==> src/sv/psc_pkg.sv <==
package psc_pkg;

    // Kind of event carried in the input user field.
    typedef enum logic [1:0] {
        KIND_RX    = 2'd0,
        KIND_TX    = 2'd1,
        KIND_READ  = 2'd2,
        KIND_CLEAR = 2'd3
    } t_kind;

    // Bank geometry: protocol counters first, then the transmit ICMP histogram.
    localparam int NPROTO    = 27;
    localparam int HIST_BASE = 27;
    localparam int READ_SPAN = 64;

    // Link and IP protocol codes.
    localparam logic [15:0] ET_IP         = 16'h0800;
    localparam logic [15:0] ET_ARP        = 16'h0806;
    localparam logic [15:0] ET_RARP       = 16'h8035;
    localparam logic [15:0] ET_PPPOE_DISC = 16'h8863;
    localparam logic [15:0] ET_PPPOE_SESS = 16'h8864;
    localparam logic [15:0] OP_ARP_REQ    = 16'd1;
    localparam logic [15:0] OP_ARP_REPLY  = 16'd2;
    localparam logic [15:0] OP_RARP_REQ   = 16'd3;
    localparam logic [15:0] OP_RARP_REPLY = 16'd4;
    localparam logic [7:0]  PR_ICMP       = 8'd1;
    localparam logic [7:0]  PR_IGMP       = 8'd2;
    localparam logic [7:0]  PR_TCP        = 8'd6;
    localparam logic [7:0]  PR_UDP        = 8'd17;

    // Offsets inside the seven link counters shared by receive and transmit.
    localparam int LK_NONIP      = 0;
    localparam int LK_ARP_REQ    = 1;
    localparam int LK_ARP_REPLY  = 2;
    localparam int LK_RARP_REQ   = 3;
    localparam int LK_RARP_REPLY = 4;
    localparam int LK_PPPOE_DISC = 5;
    localparam int LK_PPPOE_SESS = 6;
    localparam int LK_COUNT      = 7;

    // Counter addresses in the protocol bank.
    localparam int C_RX_BASE      = 0;
    localparam int C_RX_IP        = 7;
    localparam int C_RX_IGMP      = 8;
    localparam int C_RX_UDP       = 9;
    localparam int C_RX_TCP       = 10;
    localparam int C_TX_BASE      = 11;
    localparam int C_TX_RAW       = 18;
    localparam int C_TX_IGMP_RPT  = 19;
    localparam int C_TX_UDP       = 20;
    localparam int C_TX_TCP       = 21;
    localparam int C_TX_TCP_DATA  = 22;
    localparam int C_TX_TCP_BYTES = 23;
    localparam int C_TX_TCP_CTRL  = 24;
    localparam int C_TX_TCP_ACK   = 25;
    localparam int C_TX_TCP_URG   = 26;

    // One input beat, unpacked.
    typedef struct packed {
        t_kind       kind;
        logic [15:0] ethertype;
        logic [15:0] arp_opcode;
        logic [7:0]  ip_proto;
        logic [12:0] frag_offset;
        logic [3:0]  ip_hdr_words;
        logic [15:0] ip_total_len;
        logic [7:0]  icmp_type;
        logic [7:0]  igmp_type;
        logic [3:0]  tcp_data_offset;
        logic [7:0]  tcp_flags;
        logic [5:0]  counter_index;
    } t_item;

    // Update command from the classifier to the counter bank.
    typedef struct packed {
        logic [NPROTO-1:0] inc;
        logic [15:0]       byte_cnt;
        logic              hist_hit;
        logic [7:0]        icmp_type;
        logic              clear;
    } t_upd;

endpackage

==> src/sv/psc_classify.sv <==
module psc_classify (
    input  psc_pkg::t_item i_item,
    input  logic           i_rarp_enable,
    input  logic           i_pppoe_enable,
    input  logic [7:0]     i_igmp_rpt_type,
    output psc_pkg::t_upd  o_upd
);
    import psc_pkg::*;

    logic                is_rx;
    logic                is_tx;
    logic                et_arp;
    logic                et_rarp;
    logic                et_pppoe;
    logic                et_ip;
    logic                et_other;
    logic [LK_COUNT-1:0] link;
    logic                tx_first;
    logic                tx_tcp;
    logic [6:0]          hdr_bytes;
    logic                has_data;
    logic [5:0]          flags;

    // Link-level classification, shared by both directions.
    always_comb begin
        is_rx    = (i_item.kind == KIND_RX);
        is_tx    = (i_item.kind == KIND_TX);
        et_arp   = (i_item.ethertype == ET_ARP);
        et_rarp  = i_rarp_enable && (i_item.ethertype == ET_RARP);
        et_pppoe = i_pppoe_enable && ((i_item.ethertype == ET_PPPOE_DISC) ||
                                      (i_item.ethertype == ET_PPPOE_SESS));
        et_ip    = (i_item.ethertype == ET_IP);
        et_other = !et_arp && !et_rarp && !et_pppoe && !et_ip;

        link                = '0;
        // PPPoE counts as non-IP only on the receive side.
        link[LK_NONIP]      = et_arp || et_rarp || et_other || (et_pppoe && is_rx);
        link[LK_ARP_REQ]    = et_arp && (i_item.arp_opcode == OP_ARP_REQ);
        link[LK_ARP_REPLY]  = et_arp && (i_item.arp_opcode == OP_ARP_REPLY);
        link[LK_RARP_REQ]   = et_rarp && (i_item.arp_opcode == OP_RARP_REQ);
        link[LK_RARP_REPLY] = et_rarp && (i_item.arp_opcode == OP_RARP_REPLY);
        link[LK_PPPOE_DISC] = et_pppoe && (i_item.ethertype == ET_PPPOE_DISC);
        link[LK_PPPOE_SESS] = et_pppoe && (i_item.ethertype == ET_PPPOE_SESS);
    end

    // TCP payload length: positive only when the headers fit in the total length.
    always_comb begin
        hdr_bytes = {1'b0, i_item.ip_hdr_words, 2'b00} + {1'b0, i_item.tcp_data_offset, 2'b00};
        has_data  = (i_item.ip_total_len > {9'd0, hdr_bytes});
        flags     = i_item.tcp_flags[5:0];
        tx_first  = is_tx && et_ip && (i_item.frag_offset == '0);
        tx_tcp    = tx_first && (i_item.ip_proto == PR_TCP);
    end

    // Build the update command.
    always_comb begin
        o_upd = '0;
        if (is_rx) begin
            o_upd.inc[C_RX_BASE +: LK_COUNT] = link;
        end
        if (is_tx) begin
            o_upd.inc[C_TX_BASE +: LK_COUNT] = link;
        end
        o_upd.inc[C_RX_IP]   = is_rx && et_ip;
        o_upd.inc[C_RX_IGMP] = is_rx && et_ip && (i_item.ip_proto == PR_IGMP);
        o_upd.inc[C_RX_UDP]  = is_rx && et_ip && (i_item.ip_proto == PR_UDP);
        o_upd.inc[C_RX_TCP]  = is_rx && et_ip && (i_item.ip_proto == PR_TCP);

        o_upd.inc[C_TX_RAW]      = is_tx && et_ip;
        o_upd.inc[C_TX_IGMP_RPT] = tx_first && (i_item.ip_proto == PR_IGMP) &&
                                   (i_item.igmp_type == i_igmp_rpt_type);
        o_upd.inc[C_TX_UDP]       = tx_first && (i_item.ip_proto == PR_UDP);
        o_upd.inc[C_TX_TCP]       = tx_tcp;
        o_upd.inc[C_TX_TCP_DATA]  = tx_tcp && has_data;
        o_upd.inc[C_TX_TCP_BYTES] = tx_tcp && has_data;
        // SYN, FIN or RST wins over a bare ACK.
        o_upd.inc[C_TX_TCP_CTRL]  = tx_tcp && (|flags[2:0]);
        o_upd.inc[C_TX_TCP_ACK]   = tx_tcp && !(|flags[2:0]) && flags[4];
        o_upd.inc[C_TX_TCP_URG]   = tx_tcp && flags[5];

        o_upd.byte_cnt  = i_item.ip_total_len - {9'd0, hdr_bytes};
        o_upd.hist_hit  = tx_first && (i_item.ip_proto == PR_ICMP);
        o_upd.icmp_type = i_item.icmp_type;
        o_upd.clear     = (i_item.kind == KIND_CLEAR);
    end

endmodule

==> src/sv/psc_bank.sv <==
module psc_bank #(
    parameter int COUNTER_WIDTH = 32,
    parameter int HIST_DEPTH    = 19
) (
    input  logic          i_clk,
    input  logic          i_rst_n,
    input  logic          i_en,
    input  psc_pkg::t_upd i_upd,
    input  logic [5:0]    i_rd_index,
    output logic [31:0]   o_rd_value
);
    import psc_pkg::*;

    logic [COUNTER_WIDTH-1:0] r_proto [NPROTO];
    logic [COUNTER_WIDTH-1:0] r_hist  [HIST_DEPTH];
    logic [COUNTER_WIDTH-1:0] rd_cnt;
    logic [5:0]               hist_off;

    // Each protocol counter has its own incrementer; the byte counter adds the payload length.
    for (genvar gi = 0; gi < NPROTO; gi++) begin : g_proto
        logic [COUNTER_WIDTH-1:0] amount;
        assign amount = (gi == C_TX_TCP_BYTES) ? COUNTER_WIDTH'(i_upd.byte_cnt)
                                               : COUNTER_WIDTH'(1);
        always_ff @(posedge i_clk) begin
            if (!i_rst_n) begin
                r_proto[gi] <= '0;
            end else if (i_en && i_upd.clear) begin
                r_proto[gi] <= '0;
            end else if (i_en && i_upd.inc[gi]) begin
                r_proto[gi] <= r_proto[gi] + amount;
            end
        end
    end

    // Transmit ICMP type histogram, one incrementer per type.
    for (genvar gh = 0; gh < HIST_DEPTH; gh++) begin : g_hist
        always_ff @(posedge i_clk) begin
            if (!i_rst_n) begin
                r_hist[gh] <= '0;
            end else if (i_en && i_upd.clear) begin
                r_hist[gh] <= '0;
            end else if (i_en && i_upd.hist_hit && (i_upd.icmp_type == 8'(gh))) begin
                r_hist[gh] <= r_hist[gh] + COUNTER_WIDTH'(1);
            end
        end
    end

    // Read port: protocol bank below HIST_BASE, histogram above, zero beyond both.
    always_comb begin
        hist_off = i_rd_index - 6'(HIST_BASE);
        rd_cnt   = '0;
        if (i_rd_index < 6'(NPROTO)) begin
            rd_cnt = r_proto[i_rd_index[4:0]];
        end else begin
            for (int i = 0; i < HIST_DEPTH; i++) begin
                if (hist_off == 6'(i)) begin
                    rd_cnt = r_hist[i];
                end
            end
        end
        o_rd_value = 32'(64'(rd_cnt));
    end

`ifndef SYNTHESIS
    // A clear leaves both banks at zero.
    a_clear_zeroes: assert property (@(posedge i_clk) disable iff (!i_rst_n)
        (i_en && i_upd.clear) |=> (r_proto[0] == '0 && r_proto[NPROTO-1] == '0 &&
                                   r_hist[0] == '0))
        else $error("counter bank not cleared");

    // An event counts in one direction only.
    a_one_direction: assert property (@(posedge i_clk) disable iff (!i_rst_n)
        i_en |-> !((|i_upd.inc[C_TX_BASE-1:0]) && (|i_upd.inc[NPROTO-1:C_TX_BASE])))
        else $error("receive and transmit counters bumped together");

    // An ARP request and reply are never counted for the same frame.
    a_arp_exclusive: assert property (@(posedge i_clk) disable iff (!i_rst_n)
        i_en |-> ($onehot0(i_upd.inc[C_RX_BASE+LK_ARP_REPLY:C_RX_BASE+LK_ARP_REQ]) &&
                  $onehot0(i_upd.inc[C_TX_BASE+LK_ARP_REPLY:C_TX_BASE+LK_ARP_REQ])))
        else $error("ARP request and reply both counted");
`endif

endmodule

==> src/sv/packet_statistics_counters_core.sv <==
// Channel   Dir  Beat contents
// s_*       in   tuser: kind; tdata: event fields, see port comment
// m_*       out  tuser: is_read_reply; tdata: counter_value
// APB       in   rarp_enable @0x0, pppoe_enable @0x4, igmp_rpt_type @0x8
//
// One beat is taken per cycle while the result register can move on. A beat waits in the input
// register; as it moves on, the classifier and the counter bank update the counters it hits and
// the result register captures its result, which m_* then shows.
// Reset zeroes every counter at once and restores the register defaults.
// While m_tready is low the result holds and one more beat can wait in the input register.
module packet_statistics_counters_core #(
    parameter int ICMP_TYPES    = 19,
    parameter int COUNTER_WIDTH = 32
) (
    input  logic         i_clk,
    input  logic         i_rst_n,
    input  logic         s_tvalid,
    output logic         s_tready,
    // ethertype, arp_opcode, ip_proto, frag_offset, ip_hdr_words, ip_total_len,
    // icmp_type, igmp_type, tcp_data_offset, tcp_flags, counter_index, zero pad
    input  logic [111:0] s_tdata,
    // kind
    input  logic [1:0]   s_tuser,
    output logic         m_tvalid,
    input  logic         m_tready,
    // counter_value
    output logic [31:0]  m_tdata,
    // is_read_reply
    output logic         m_tuser,
    input  logic         psel,
    input  logic         penable,
    input  logic         pwrite,
    input  logic [3:0]   paddr,
    input  logic [31:0]  pwdata,
    output logic [31:0]  prdata,
    output logic         pready
);
    import psc_pkg::*;

    localparam int HIST_READ  = READ_SPAN - HIST_BASE;
    localparam int HIST_DEPTH = (ICMP_TYPES < HIST_READ) ? ICMP_TYPES : HIST_READ;

    localparam logic [1:0] REG_RARP_EN   = 2'd0;
    localparam logic [1:0] REG_PPPOE_EN  = 2'd1;
    localparam logic [1:0] REG_IGMP_TYPE = 2'd2;

    logic        r_rarp_enable;
    logic        r_pppoe_enable;
    logic [7:0]  r_igmp_rpt_type;
    logic        cfg_wr;

    t_item       in_item;
    t_item       r_item;
    logic        r_in_valid;
    logic        n_in_valid;
    logic        r_out_valid;
    logic        n_out_valid;
    logic [31:0] r_out_value;
    logic        r_out_read;
    logic        s_accept;
    logic        out_free;
    logic        advance;
    t_upd        upd;
    logic [31:0] rd_value;

    // Configuration registers.
    assign pready = 1'b1;
    assign cfg_wr = psel && penable && pwrite && pready;

    always_ff @(posedge i_clk) begin
        if (!i_rst_n) begin
            r_rarp_enable   <= 1'b1;
            r_pppoe_enable  <= 1'b1;
            r_igmp_rpt_type <= 8'd18;
        end else if (cfg_wr) begin
            case (paddr[3:2])
                REG_RARP_EN:   r_rarp_enable   <= pwdata[0];
                REG_PPPOE_EN:  r_pppoe_enable  <= pwdata[0];
                REG_IGMP_TYPE: r_igmp_rpt_type <= pwdata[7:0];
                default:       ;
            endcase
        end
    end

    always_comb begin
        case (paddr[3:2])
            REG_RARP_EN:   prdata = {31'd0, r_rarp_enable};
            REG_PPPOE_EN:  prdata = {31'd0, r_pppoe_enable};
            REG_IGMP_TYPE: prdata = {24'd0, r_igmp_rpt_type};
            default:       prdata = '0;
        endcase
    end

    // Unpack the input beat.
    always_comb begin
        in_item.kind            = t_kind'(s_tuser);
        in_item.ethertype       = s_tdata[15:0];
        in_item.arp_opcode      = s_tdata[31:16];
        in_item.ip_proto        = s_tdata[39:32];
        in_item.frag_offset     = s_tdata[52:40];
        in_item.ip_hdr_words    = s_tdata[56:53];
        in_item.ip_total_len    = s_tdata[72:57];
        in_item.icmp_type       = s_tdata[80:73];
        in_item.igmp_type       = s_tdata[88:81];
        in_item.tcp_data_offset = s_tdata[92:89];
        in_item.tcp_flags       = s_tdata[100:93];
        in_item.counter_index   = s_tdata[106:101];
    end

    // Two-register pipeline: input register, then result register.
    always_comb begin
        out_free    = !r_out_valid || m_tready;
        advance     = r_in_valid && out_free;
        s_tready    = !r_in_valid || out_free;
        s_accept    = s_tvalid && s_tready;
        n_in_valid  = s_accept || (r_in_valid && !advance);
        n_out_valid = advance || (r_out_valid && !m_tready);
    end

    always_ff @(posedge i_clk) begin
        if (!i_rst_n) begin
            r_in_valid  <= 1'b0;
            r_out_valid <= 1'b0;
        end else begin
            r_in_valid  <= n_in_valid;
            r_out_valid <= n_out_valid;
        end
    end

    always_ff @(posedge i_clk) begin
        if (s_accept) begin
            r_item <= in_item;
        end
        if (advance) begin
            r_out_read  <= (r_item.kind == KIND_READ);
            r_out_value <= (r_item.kind == KIND_READ) ? rd_value : '0;
        end
    end

    psc_classify u_classify (
        .i_item          (r_item),
        .i_rarp_enable   (r_rarp_enable),
        .i_pppoe_enable  (r_pppoe_enable),
        .i_igmp_rpt_type (r_igmp_rpt_type),
        .o_upd           (upd)
    );

    psc_bank #(
        .COUNTER_WIDTH (COUNTER_WIDTH),
        .HIST_DEPTH    (HIST_DEPTH)
    ) u_bank (
        .i_clk      (i_clk),
        .i_rst_n    (i_rst_n),
        .i_en       (advance),
        .i_upd      (upd),
        .i_rd_index (r_item.counter_index),
        .o_rd_value (rd_value)
    );

    assign m_tvalid = r_out_valid;
    assign m_tdata  = r_out_value;
    assign m_tuser  = r_out_read;

`ifndef SYNTHESIS
    // Only read replies carry a counter value.
    a_nonread_zero: assert property (@(posedge i_clk) disable iff (!i_rst_n)
        (m_tvalid && !m_tuser) |-> (m_tdata == '0))
        else $error("non-read result carries data");

    // With the result register empty the input side never stalls.
    a_ready_when_empty: assert property (@(posedge i_clk) disable iff (!i_rst_n)
        !r_out_valid |-> s_tready)
        else $error("input stalled with empty result register");

    // A write to the IGMP report register lands in the register on the clock edge of the access.
    a_igmp_cfg: assert property (@(posedge i_clk) disable iff (!i_rst_n)
        (cfg_wr && paddr[3:2] == REG_IGMP_TYPE) |=> (r_igmp_rpt_type == $past(pwdata[7:0])))
        else $error("IGMP report type not written");
`endif

endmodule

==> config.mk <==
export PLATFORM = sky130hd
export DESIGN_NAME = packet_statistics_counters_core
export DESIGN_NICKNAME = d
export VERILOG_FILES = /design/src/sv/psc_pkg.sv /design/src/sv/psc_classify.sv /design/src/sv/psc_bank.sv /design/src/sv/packet_statistics_counters_core.sv
export SDC_FILE = /design/constraint.sdc
export NUM_CORES = 2
export LEC_CHECK = 0
export ABC_AREA = 0
export BUFFER_PORTS_ARGS = -buffer_cell sky130_fd_sc_hd__buf_2
export CAP_MARGIN = 20
export CORE_AREA = 2 2 416 418
export CTS_CLUSTER_SIZE = 40
export DETAILED_ROUTE_END_ITERATION = 7
export DIE_AREA = 0 0 418 420
export HOLD_SLACK_MARGIN = 0.12
export PLACE_DENSITY = 0.71
export SLEW_MARGIN = 20
export SYNTH_ARGS = -nofsm -noshare
export SYNTH_HDL_FRONTEND = slang
export SYNTH_SLANG_ARGS = --single-unit
==> constraint.sdc <==
create_clock -name i_clk -period 7.2 [get_ports i_clk]
set_clock_uncertainty 0.1 [all_clocks]
set_input_delay 0.72 -clock i_clk [delete_from_list [all_inputs] [get_ports i_clk]]
set_output_delay 0.72 -clock i_clk [all_outputs]
set_load 0.03 [all_outputs]
==> impl_results.md <==
* Ports at 225
* Die Area at about 180,000 um2
* Post-DR wirelength/cell at between 20 and 25 um
* Vias/cell at about 6.3
* Most frequent cell after synthesis: nor2_1
* Outcome: complete, no violations
* Antenna Nets Post-Route at 0
* Avg Cell Area, Syn at approximately 11 um2
* Peak VDD IR at around 0.27 mV
* Die W at between 400 and 500 um
* R2R setup slack at between 2 and 2.5 ns
* Clock latency on the worst-skew pair at 0.86 ns
* DRC at 0
* Met2 Routed Length at 126,000 um
* Num Clock Sinks at between 1,500 and 2,000
* Hold Vio Cnt, Final at 0
* Cells after Synth at approximately 8,700
* CP Capture Type: flop
* Leakage at roughly 35 nW
* Fin util at 60.8%
* Post-synth top cells: nor2_1, edfxtp_1, xor2_1
* Asr flop ratio synth at 0%
* Hold/Removal Path Class: input port to flop
* H-Tree Depth at 4
* Wl on met1 at approximately 110,000 um
* Die height at between 400 and 500 um
* Power Dens Cells at 219 nW/um2
* Max cap viols at 0
* Row cnt at between 150 and 200
* Final setup viols at 0
* Worst hold slack at 0.173 ns
* Dominant synthesized flop cell: edfxtp_1
* Largest cells by area after synthesis: edfxtp_1, xor2_1, nor2_1
* Crit path kind: flop to flop
* Buffer depth of the longest clock path at 3
* Actual slew at the worst max-slew pin at 1.21 ns
* Total Wirelength at 276,000 um
* Starting DRT DRC Count at between 9,000 and 10,000
* Yosys top cell area share at 51.7%
* Rel. slew slack at between 10% and 20%
* DRT Pass-1 Iters at 8
* Via Count at ~72,000
* Starting Density at between 50% and 60%
* Cell Area, Synth at between 90,000 and 100,000 um2
* Vias in the first global route at between 60,000 and 70,000
* Syn. warnings at 0
* I/O Buffers at ~170
* Fraction of layout cells with a size suffix above 1 at just under 10%
* Required @ worst endpoint at 7.66 ns
* Uppermost layer routed: met5
* Layout area overhead at 11.1%
* Fmax at 0.197 GHz
* CTS tree: done
* Max-slew violations at 0
* Pin count of the biggest net entering global routing at 78
* Remaining Overflow, GRT at 0
* Root buffer cell: clkbuf_16
* Critical Path AT at about 5.5 ns
* Seq cells post-synth at 1,628
* Cts bufs inserted at 179
* Post-route setup TNS at 0 ns
* RePlAce Congestion at 1.03
* Final min period at between 5 and 6 ns
* Final layout net count at 9,237
* FILL cells at between 10,000 and 15,000
* Global-route wire length before repair at around 410,000 um
* Sequential element share of the synthesized area at 52.1%
* Critical Path Source Type: flop
* Synth cell types at slightly above 80
* Area leader, netlist: edfxtp_1
* Met3 routed WL at around 28,000 um
* Hpwl dp at 201,000 um
* Total track usage at a little under a third
* Final worst-path cycle share at 70.5%
* Post-synth EDFFs at about 1,600
* CTS clock-pin slew for the worst setup and hold paths at approximately 0.060 ns
* Core footprint at 171,000 um2
* RSZ-0062 raised after global routing: no
* CP max FO at 9
* Initial antenna violation count at 9
-- stage by stage --
stage / cell area, um2 / power, W / setup slack [ns] / cells
floorplan: 93600 / 0.0126 / 1.74 / 8771
global placement: 96800 / 0.0134 / 2.01 / 10937
detailed placement: 96800 / 0.0135 / 1.98 / 10937
CTS: 104000 / 0.0227 / 1.94 / 11387
global route: 104000 / 0.0233 / 1.61 / 11388
finish: 104000 / 0.0227 / 2.12 / 11392
-- worst paths after layout --
path / start / to / cells past startpoint
max: r_item[14] / u_bank.r_proto[23][29] / 19
min: m_tready / m_tvalid / 4
max reg2reg: r_item[14] / u_bank.r_proto[23][29] / 19
min reg2reg: r_in_valid / m_tvalid / 2
-- final cells by class --
cell class | count | area (um2) | area share, %
Multi-Input combinational cell | 6644 | 42900 | 41.3
Timing Repair Buffer | 440 | 3250 | 3.13
Antenna cell | 4 | 10.0 | 0.00963
Clock inverter | 115 | 1220 | 1.18
Tap cell | 2233 | 2790 | 2.69
Sequential cell | 1628 | 48700 | 46.9
Inverter | 114 | 433 | 0.416
Clock buffer | 214 | 4630 | 4.46
-- metal layers --
metal,GRT usage [%],up-vias
li1,-,32148
met1,42.4,35004
met2,47.6,3920
met3,5.51,692
met4,15.4,6
met5,0,-
-- placed cells by master, fill, tap and decap left out, types with 112 or more instances in the layout --
master         count
a21oi_1          143
a22oi_1          112
and3_1           295
and4_1           114
buf_2            165
buf_4            149
clkbuf_16        180
dlygate4sd3_1    121
edfxtp_1        1611
mux4_2           211
nand2_1          727
nand3_1          576
nand4_1          283
nor2_1          1779
o21ai_0          149
xnor2_1          445
xor2_1           909
-- registers in the layout, summed over array words and instances (netlist names), named ones only --
name	cells
u_bank.r_hist	608
m_tdata	32
r_in_valid	1
u_bank.r_proto	864
m_tuser	1
r_rarp_enable	1
r_item	106
r_pppoe_enable	1
m_tvalid	1
r_igmp_rpt_type	8
-- kinds of logic after synthesis --
| logic type | Yosys count | share of synthesized area [%] |
|---|---|---|
| and+or+nand+nor | 4166 | 20.7 |
| other | 2 | 0.00803 |
| buffers and inverters | 499 | 2.26 |
| adders and majority gates | 73 | 1.00 |
| xor gates and xnor gates | 1354 | 12.7 |
| muxes | 350 | 6.61 |
| AOI/OAI and AO/OA | 676 | 4.66 |
| DFF | 1628 | 52.1 |
-- worst max-delay path, stage by stage (launching register included) --
cell,delay (ns)
edfxtp_1,0.38
ha_1,0.24
fa_1,0.54
inv_1,0.06
ha_1,0.29
nor2b_1,0.13
o21ai_0,0.18
a21boi_0,0.14
o21ai_0,0.22
nand2_1,0.18
nor2_1,0.15
xor2_1,0.16
ha_1,0.31
a21oi_1,0.15
o21ai_0,0.10
a221oi_1,0.55
a311oi_2,0.37
o211ai_1,0.30
xor2_1,0.20
nor2_1,0.06
-- timing repair --
item | in CTS | in global routing
hold endpoints to repair | 117 | 0
gates resized for setup | 0 | 0
buffers inserted | 0 | 0
setup endpoints to repair | 0 | 0
hold buffers | 121 | 0
-- where the power goes --
part           switching [W]  internal [W]
logic                0.00117      0.000758
clock network        0.00403       0.00531
registers           0.000605        0.0109
total                0.00581        0.0169
No activity file was read; power rests on OpenSTA's default activity.
